$ cat config.mk
export PLATFORM = sky130hd
export DESIGN_NAME = length_prefixed_request_parser_top
export DESIGN_NICKNAME = d
export VERILOG_FILES = /design/src/hdl/lpr_pkg.sv /design/src/hdl/length_prefixed_request_parser_top.sv
export SDC_FILE = /design/constraint.sdc
export NUM_CORES = 1
export LEC_CHECK = 0
export BUFFER_PORTS_ARGS = -buffer_cell sky130_fd_sc_hd__buf_2
export CAP_MARGIN = 20
export CORE_MARGIN = 2
export CORE_UTILIZATION = 55
export CTS_CLUSTER_DIAMETER = 50
export DETAILED_ROUTE_END_ITERATION = 10
export GPL_TIMING_DRIVEN = 0
export PLACE_DENSITY = 0.8
export SKIP_LAST_GASP = 1
export SLEW_MARGIN = 20
export SYNTH_ARGS = -nofsm -noshare
export SYNTH_HDL_FRONTEND = slang
export SYNTH_SLANG_ARGS = --single-unit
$ cat constraint.sdc
create_clock -name i_clk -period 3.5 [get_ports i_clk]
set_clock_uncertainty 0.15 [all_clocks]
set_input_delay 0.525 -clock i_clk [delete_from_list [all_inputs] [get_ports i_clk]]
set_output_delay 0.525 -clock i_clk [all_outputs]
set_load 0.02 [all_outputs]
$ cat src/hdl/lpr_pkg.sv
// Shared types and constants for the length-prefixed request parser.
`default_nettype none

package lpr_pkg;

    localparam int unsigned SIZE_BITS_DEF  = 32;
    localparam logic [15:0] MAX_ARGS_RESET = 16'd1024;
    localparam int unsigned FIELD_BYTES    = 4;

    localparam int unsigned S_TDATA_W = 8;
    localparam int unsigned M_TDATA_W = 32;
    localparam int unsigned M_TUSER_W = 4;

    typedef enum logic [1:0] {
        PH_HEADER,
        PH_LENGTH,
        PH_DATA,
        PH_DONE
    } t_phase;

    typedef enum logic [2:0] {
        ST_OK,
        ST_SHORT,
        ST_TOOMANY,
        ST_TRUNC,
        ST_TRAIL
    } t_status;

    typedef enum logic [1:0] {
        KIND_HEADER,
        KIND_LENGTH,
        KIND_DATA,
        KIND_IGNORED
    } t_kind;

    typedef struct packed {
        t_kind       byte_kind;
        logic [7:0]  data_byte;
        logic [15:0] arg_index;
        logic        arg_start;
        logic        arg_end;
        logic        msg_done;
        t_status     status;
    } t_result;

endpackage

`default_nettype wire

$ cat src/hdl/length_prefixed_request_parser_top.sv
// Top level of the length-prefixed request parser: byte classifier and output skid buffer.
//
// Usage: a request message enters one byte per item on the s_axis channel, with
// s_axis_tlast high on its final byte. The message is a 4-byte little-endian
// argument count, then for each argument a 4-byte little-endian length and that
// many data bytes. Every input item yields exactly one result item on m_axis:
// the byte passed through, its role (header, length, data, ignored), its
// argument index, start and end marks, and a status. On the final byte
// (m_axis_tlast) the status is the verdict for the whole message.
// The configuration channel writes max_args, the largest accepted argument
// count; write it only while no message bytes are in flight.
// Each accepted byte's result is registered in the output or skid register. The block
// sustains one byte per cycle while m_axis_tready is high; the per-byte state update is
// a single combinational pass between the parser state registers and the output register.
// When the receiver stalls, one further result is caught in a skid register,
// after which s_axis_tready drops until the output drains; nothing is lost.
// Reset returns the parser to the start of a message, sets max_args to 1024
// and empties both output registers. The parser also returns to the start of
// a message after every final byte; max_args is kept.
`default_nettype none

module length_prefixed_request_parser_top #(
    parameter int unsigned SIZE_BITS = lpr_pkg::SIZE_BITS_DEF
) (
    input  wire logic                           i_clk,
    input  wire logic                           i_rst_n,
    // Configuration: max_args write.
    input  wire logic                           i_cfg_valid,
    output logic                                o_cfg_ready,
    input  wire logic [15:0]                    i_cfg_data,
    // Input bytes.
    input  wire logic                           s_axis_tvalid,
    output logic                                s_axis_tready,
    input  wire logic [lpr_pkg::S_TDATA_W-1:0]  s_axis_tdata,   // [7:0] msg_byte
    input  wire logic                           s_axis_tlast,   // last
    // Classified bytes.
    output logic                                m_axis_tvalid,
    input  wire logic                           m_axis_tready,
    // [7:0] data_byte, [23:8] arg_index, [26:24] status, [31:27] zero
    output logic [lpr_pkg::M_TDATA_W-1:0]       m_axis_tdata,
    // [1:0] byte_kind, [2] arg_start, [3] arg_end
    output logic [lpr_pkg::M_TUSER_W-1:0]       m_axis_tuser,
    output logic                                m_axis_tlast    // msg_done
);

    import lpr_pkg::*;

    // All ones in SIZE_BITS bits, seen as a 32-bit length.
    localparam logic [31:0] SizeMask = 32'((64'd1 << SIZE_BITS) - 64'd1);

    // Parser state.
    t_phase                r_phase,       n_phase;
    logic [1:0]            r_cnt,         n_cnt;
    logic [31:0]           r_field,       n_field;
    logic [15:0]           r_args_left,   n_args_left;
    logic [SIZE_BITS-1:0]  r_bytes_left,  n_bytes_left;
    logic [SIZE_BITS-1:0]  r_len,         n_len;
    logic [15:0]           r_cur_arg,     n_cur_arg;
    t_status               r_err,         n_err;
    logic [15:0]           r_max_args;

    // Output register and skid register.
    t_result               r_m_data;
    logic                  r_m_valid;
    t_result               r_s_data;
    logic                  r_s_valid;

    t_result               res;
    logic                  in_acc;
    logic                  load_m;
    logic [31:0]           word;
    logic [7:0]            b;

    assign o_cfg_ready   = 1'b1;
    assign s_axis_tready = !r_s_valid;
    assign in_acc        = s_axis_tvalid && s_axis_tready;
    assign load_m        = !r_m_valid || m_axis_tready;
    assign b             = s_axis_tdata[7:0];

    // One byte of parsing: next state and the result item.
    always_comb begin
        n_phase      = r_phase;
        n_cnt        = r_cnt;
        n_field      = r_field;
        n_args_left  = r_args_left;
        n_bytes_left = r_bytes_left;
        n_len        = r_len;
        n_cur_arg    = r_cur_arg;
        n_err        = r_err;
        word         = r_field | (32'(b) << {r_cnt, 3'b000});

        res.byte_kind = KIND_IGNORED;
        res.data_byte = b;
        res.arg_index = r_cur_arg;
        res.arg_start = 1'b0;
        res.arg_end   = 1'b0;
        res.msg_done  = s_axis_tlast;

        if (r_err != ST_OK) begin
            res.byte_kind = KIND_IGNORED;
        end else begin
            case (r_phase)
                PH_HEADER, PH_LENGTH: begin
                    res.byte_kind = (r_phase == PH_HEADER) ? KIND_HEADER : KIND_LENGTH;
                    n_cnt   = r_cnt + 2'd1;
                    n_field = word;
                    if (r_cnt == 2'd3) begin
                        // Field complete: the assembled word is in word.
                        n_field = '0;
                        if (r_phase == PH_HEADER) begin
                            if (word > {16'd0, r_max_args}) begin
                                n_err = ST_TOOMANY;
                            end else begin
                                n_args_left = word[15:0];
                                n_phase = (word[15:0] != 16'd0) ? PH_LENGTH : PH_DONE;
                            end
                        end else if (word == 32'd0) begin
                            // Empty argument ends on its length field.
                            res.arg_end = 1'b1;
                            n_args_left = r_args_left - 16'd1;
                            n_cur_arg   = r_cur_arg + 16'd1;
                            n_phase = (r_args_left != 16'd1) ? PH_LENGTH : PH_DONE;
                        end else begin
                            // Lengths beyond SIZE_BITS are clamped to all ones.
                            n_len = (word > SizeMask) ? '1 : word[SIZE_BITS-1:0];
                            n_bytes_left = n_len;
                            n_phase = PH_DATA;
                        end
                    end
                end
                PH_DATA: begin
                    res.byte_kind = KIND_DATA;
                    res.arg_start = (r_bytes_left == r_len);
                    n_bytes_left  = r_bytes_left - SIZE_BITS'(1);
                    if (r_bytes_left == SIZE_BITS'(1)) begin
                        res.arg_end = 1'b1;
                        n_args_left = r_args_left - 16'd1;
                        n_cur_arg   = r_cur_arg + 16'd1;
                        n_phase = (r_args_left != 16'd1) ? PH_LENGTH : PH_DONE;
                    end
                end
                default: begin
                    // All arguments done: any further byte is surplus.
                    res.byte_kind = KIND_IGNORED;
                    n_err = ST_TRAIL;
                end
            endcase
        end

        res.status = n_err;
        if (s_axis_tlast) begin
            if (n_err == ST_OK) begin
                if (n_phase == PH_HEADER) begin
                    res.status = ST_SHORT;
                end else if (n_phase != PH_DONE) begin
                    res.status = ST_TRUNC;
                end
            end
            // Back to the start of a message.
            n_phase      = PH_HEADER;
            n_cnt        = '0;
            n_field      = '0;
            n_args_left  = '0;
            n_bytes_left = '0;
            n_len        = '0;
            n_cur_arg    = '0;
            n_err        = ST_OK;
        end
    end

    always_ff @(posedge i_clk) begin
        if (!i_rst_n) begin
            r_phase      <= PH_HEADER;
            r_cnt        <= '0;
            r_field      <= '0;
            r_args_left  <= '0;
            r_bytes_left <= '0;
            r_len        <= '0;
            r_cur_arg    <= '0;
            r_err        <= ST_OK;
        end else if (in_acc) begin
            r_phase      <= n_phase;
            r_cnt        <= n_cnt;
            r_field      <= n_field;
            r_args_left  <= n_args_left;
            r_bytes_left <= n_bytes_left;
            r_len        <= n_len;
            r_cur_arg    <= n_cur_arg;
            r_err        <= n_err;
        end
    end

    always_ff @(posedge i_clk) begin
        if (!i_rst_n) begin
            r_max_args <= MAX_ARGS_RESET;
        end else if (i_cfg_valid && o_cfg_ready) begin
            r_max_args <= i_cfg_data;
        end
    end

    // Output register with a one-entry skid behind it.
    always_ff @(posedge i_clk) begin
        if (!i_rst_n) begin
            r_m_valid <= 1'b0;
            r_s_valid <= 1'b0;
        end else if (load_m) begin
            if (r_s_valid) begin
                r_m_valid <= 1'b1;
                r_s_valid <= 1'b0;
            end else begin
                r_m_valid <= in_acc;
            end
        end else if (in_acc) begin
            r_s_valid <= 1'b1;
        end
    end

    always_ff @(posedge i_clk) begin
        if (load_m) begin
            r_m_data <= r_s_valid ? r_s_data : res;
        end else if (in_acc) begin
            r_s_data <= res;
        end
    end

    assign m_axis_tvalid = r_m_valid;
    assign m_axis_tdata  = {5'd0, r_m_data.status, r_m_data.arg_index, r_m_data.data_byte};
    assign m_axis_tuser  = {r_m_data.arg_end, r_m_data.arg_start, r_m_data.byte_kind};
    assign m_axis_tlast  = r_m_data.msg_done;

endmodule

`default_nettype wire

==> results.md <==
- The clock transition at the registers of the reported paths is 0.07 ns.
- The total cell area at the placement stage is 0.0116 sq mm.
- Setup repair after global routing could not meet its margin everywhere.
- The most common cell after layout, fill and taps aside is nor2_1.
- The area fraction in and, or, nand and nor cells after synthesis is 19.6%.
- The net count reported at finish is between 1k and 1.5k.
- The analysis attributes to cell leakage a power of 5.23 nW.
- The total global routing track utilization is between 30% and 40%.
- The run finished, with violations left.
- For the pin with the worst max-slew slack, the measured transition is 0.908 ns.
- The tightest min-delay check is of the in2reg type.
- The start-to-end type of the worst setup path is reg2reg.
- The number of global-route vias before repair is 9,479.
- The part of the cycle the worst path needs is 102%.
- The final worst setup slack is -0.0819 ns.
- The number of hold-slack violations in the final timing report was 0.
- The number of failing setup endpoints in the final timing report is 15.
- The number of I/O pins is 70.
- The detailed placer's ending HPWL is ~23,000 um.
- The adder and majority gate portion of the synthesized area is 2.54%.
- Based on the critical path, the design can be clocked at up to around 280 MHz.
- The warning count from the yosys run is 0.
- Yosys attributes the largest share of cell area to dfxtp_1 (28%), edfxtp_1 (18%), a21oi_1 (6.6%), nor2_1 (5.6%), nor3_1 (4.1%).
- In the synthesized netlist the async set-or-reset flop fraction comes to 0%.
- Multiplexer cells account for under 10% of the synthesized area.
- The detailed router's first-iteration violation count is roughly 1.5k.
- The number of placed instances, taps included is between 1.5k and 2k.
- The number of sinks on the clock net is ~220.
- Dividing the detail-routed wire length by the instance count gives between 20 and 25 um.
- The worst-case IR drop observed on VDD is ~0.45 mV.
- The number of max-slew violations in the final report came to 0.
- The first global-routing pass estimated a little over 50,000 um of wire.
- The clock reaches the later pin of the worst-skew pair after 0.56 ns.
- Fill cells in the final layout number around 1.5k.
- The signal arrival time at the worst endpoint is 3.84 ns.
- The vertical extent of the die is around 140 um.
- The DRC violations left is 0.
- The post-synthesis area per instance is between 8 and 9 sq um.
- Synthesis produced a netlist whose cell count is roughly 1.2k.
- Entering global routing, the biggest net connects 23 pins.
- The floorplan core area is around 0.019 sq mm.
- The count of nets left with antenna violations after detail routing is 0.
- The synthesis-to-layout area growth is 22.6%.
- TritonCTS built the clock tree.
- Counting flops and latches in the post-synthesis netlist gives between 200 and 250.
- Along the worst hold path, the cell count comes to 1.
- The headroom to the max-slew limit is between 30% and 40%.
- Yosys mapped the design onto 76 distinct sky130hd cell types.
- The number of buffers inserted by port buffering is 61.
- Summing the areas of all xor and xnor instances in the mapped netlist gives between 3 and 4% of the synthesized area.
- The number of enable-type register cells in the synthesized netlist is 64.
- The reported max-cap violation count is 0.
- The fraction of layout cells with a size suffix above 1 is about 20%.
- The sequential element share of the synthesized area is between 40% and 50%.
- The placement row count is 51.
- The buffer type at the clock tree root is clkbuf_16.
- The synthesized netlist devotes between 10% and 20% of its cell area to compound gates.
- The maximum count of clock buffers along a single path is 3.
- The fraction of synthesized cell area taken by the top area cell type is about 28%.
- The ratio of routed vias to standard cells is about 6.3.
- In this run the power density over the cells is slightly below 500 mW/mm^2.
- The die is roughly 140 um wide.
- The routed design could run at a clock period as short as approximately 3.6 ns.
- The initial core utilization is 55.9%.
- Wires add up to 34,400 um.
- The worst setup path is launched from a register.
- Along the worst path, the maximum fanout reaches 8.
- The total congestion overflow after global routing is 0.
- The final reports fail on negative setup slack.
- At the worst endpoint, the required time is between 3 and 4 ns.
- The number of antenna violations at the first check in global routing was 1.
- For this run, the leading register cell type out of synthesis is dfxtp_1.
- The worst slack at placement is -1.06 ns.
- The die covers 0.0209 sq mm.
- The path depth of the worst reg2reg path is 16.
- The routed layout has around 10k vias.
- The sort of element at the end of the critical path is a register.
- The finished cells cover roughly 0.013 sq mm.
- Before antenna repair, the detailed router went through 8 iterations.
- By area, the combinational part of the netlist is dominated by simple AND/OR/NAND/NOR gates.
- The library cell with the largest summed area after synthesis is dfxtp_1.
- The sum of negative setup slack is -0.498 ns.
- The synthesized cell area is 0.0108 sq mm.
- The congestion estimate from routability-driven global placement came to a little over 1.
- In this run, CTS created clock tree buffers numbering 27.
- The finished layout holds 1,646 standard cells, fillers aside.
- The count of H-tree levels built during CTS is 1.
- The library cells used most frequently in the layout, excluding fill and tap cells, are nor2_1 (160), dfxtp_1 (151), a21oi_1 (124), nor3_1 (87), nand2_1 (75).
## cells by family after synthesis
family	after synthesis
fa+ha+maj	22
buf+inv	132
mux	53
simple gates	444
xor+xnor	49
compound gates	310
other cells	2
flops	217
## cells in the mapped netlist, types with 6 or more instances
library cell	count
a31oi_1	21
nor3_1	88
a211oi_1	9
a31o_2	10
clkbuf_1	67
nand2b_1	9
inv_1	42
a221oi_1	7
nand3_1	17
o21ai_0	38
or3_1	11
and3_1	8
buf_2	7
dfxtp_1	153
ha_1	22
mux2i_1	24
and2_1	6
nor2_1	162
nor4_1	21
xnor2_1	12
nand4_1	17
o31ai_1	7
xor2_1	37
nor2b_1	9
nand2_1	76
edfxtp_1	64
mux2_2	29
buf_4	7
o211ai_1	24
a21oi_1	144
## area by class of cell
type | count | area, sq um | share of cell area (%)
Sequential cell | 217 | 4990 | 37.5
Timing Repair Buffer | 99 | 642 | 4.83
Inverter | 45 | 174 | 1.31
Clock buffer | 31 | 701 | 5.27
Antenna cell | 1 | 2.50 | 0.0188
Clock inverter | 19 | 304 | 2.29
Buffer | 85 | 389 | 2.93
Tap cell | 265 | 332 | 2.49
Multi-Input combinational cell | 884 | 5760 | 43.3
## layer usage
layer / wire [um] / track usage (%) / vias to the layer above
li1: - / - / 4720
met3: 3870 / 6.42 / 140
met4: 1540 / 13.2 / 0
met1: 13500 / 43.1 / 4908
met2: 15400 / 50.3 / 682
met5: 0 / 0 / -
## per-stage QoR
stage	power, mW	utilization, %	hold WS [ns]
after floorplan	3.16	-	0.256
after global placement	3.35	59.3	0.258
after detailed placement	3.37	59.6	0.273
after CTS	6.48	66.4	0.00987
after global routing	6.75	68.5	0.00683
final	6.59	68.5	0.00661
## report_power, final
| part | internal [mW] | total, mW | switching (mW) |
|---|---|---|---|
| sequential | 2.65 | 2.69 | 0.0407 |
| combinational | 0.271 | 0.784 | 0.513 |
| clock | 1.92 | 3.12 | 1.20 |
## what timing repair did
item	CTS	global route
hold buffers	0	0
resized for setup	51	45
setup buffers	11	25
hold endpoints to repair	0	0
pin swaps	12	28
endpoints found under the setup margin	52	81
cloned	0	1
## registers in the layout (all words and copies together) (netlist names)
| signal | flops |
|---|---|
| r_err | 3 |
| r_max_args | 16 |
| r_s_data | 32 |
| r_field | 32 |
| m_axis_tlast | 1 |
| r_len | 32 |
| r_phase | 2 |
| r_cnt | 2 |
| m_axis_tvalid | 1 |
| m_axis_tdata | 27 |
| m_axis_tuser | 4 |
| r_s_valid | 1 |
| r_bytes_left | 32 |
| r_cur_arg | 16 |
| r_args_left | 16 |
## worst max-delay path: stages, from the launching register on
cell	delay, ns
dfxtp_2	0.35
buf_6	0.13
nor2b_4	0.05
buf_12	0.15
a21oi_4	0.19
inv_2	0.10
ha_4	0.28
nand4_1	0.14
or3_4	0.48
a211oi_4	0.28
nor4_4	0.07
o211ai_1	0.29
buf_4	0.18
a41oi_4	0.17
buf_6	0.19
mux2i_1	0.17
nor2_1	0.06
## worst paths after layout
| path | from | to | slack (ns) |
|---|---|---|---|
| hold / removal | s_axis_tdata[5] | r_s_data[27] | 0.007 |
| setup reg to reg | r_cnt[1] | r_args_left[4] | -0.08 |
| hold reg to reg | r_cur_arg[2] | r_s_data[8] | 0.28 |
| setup / recovery | r_cnt[1] | r_args_left[4] | -0.08 |
(Power assumes the default switching activity.)
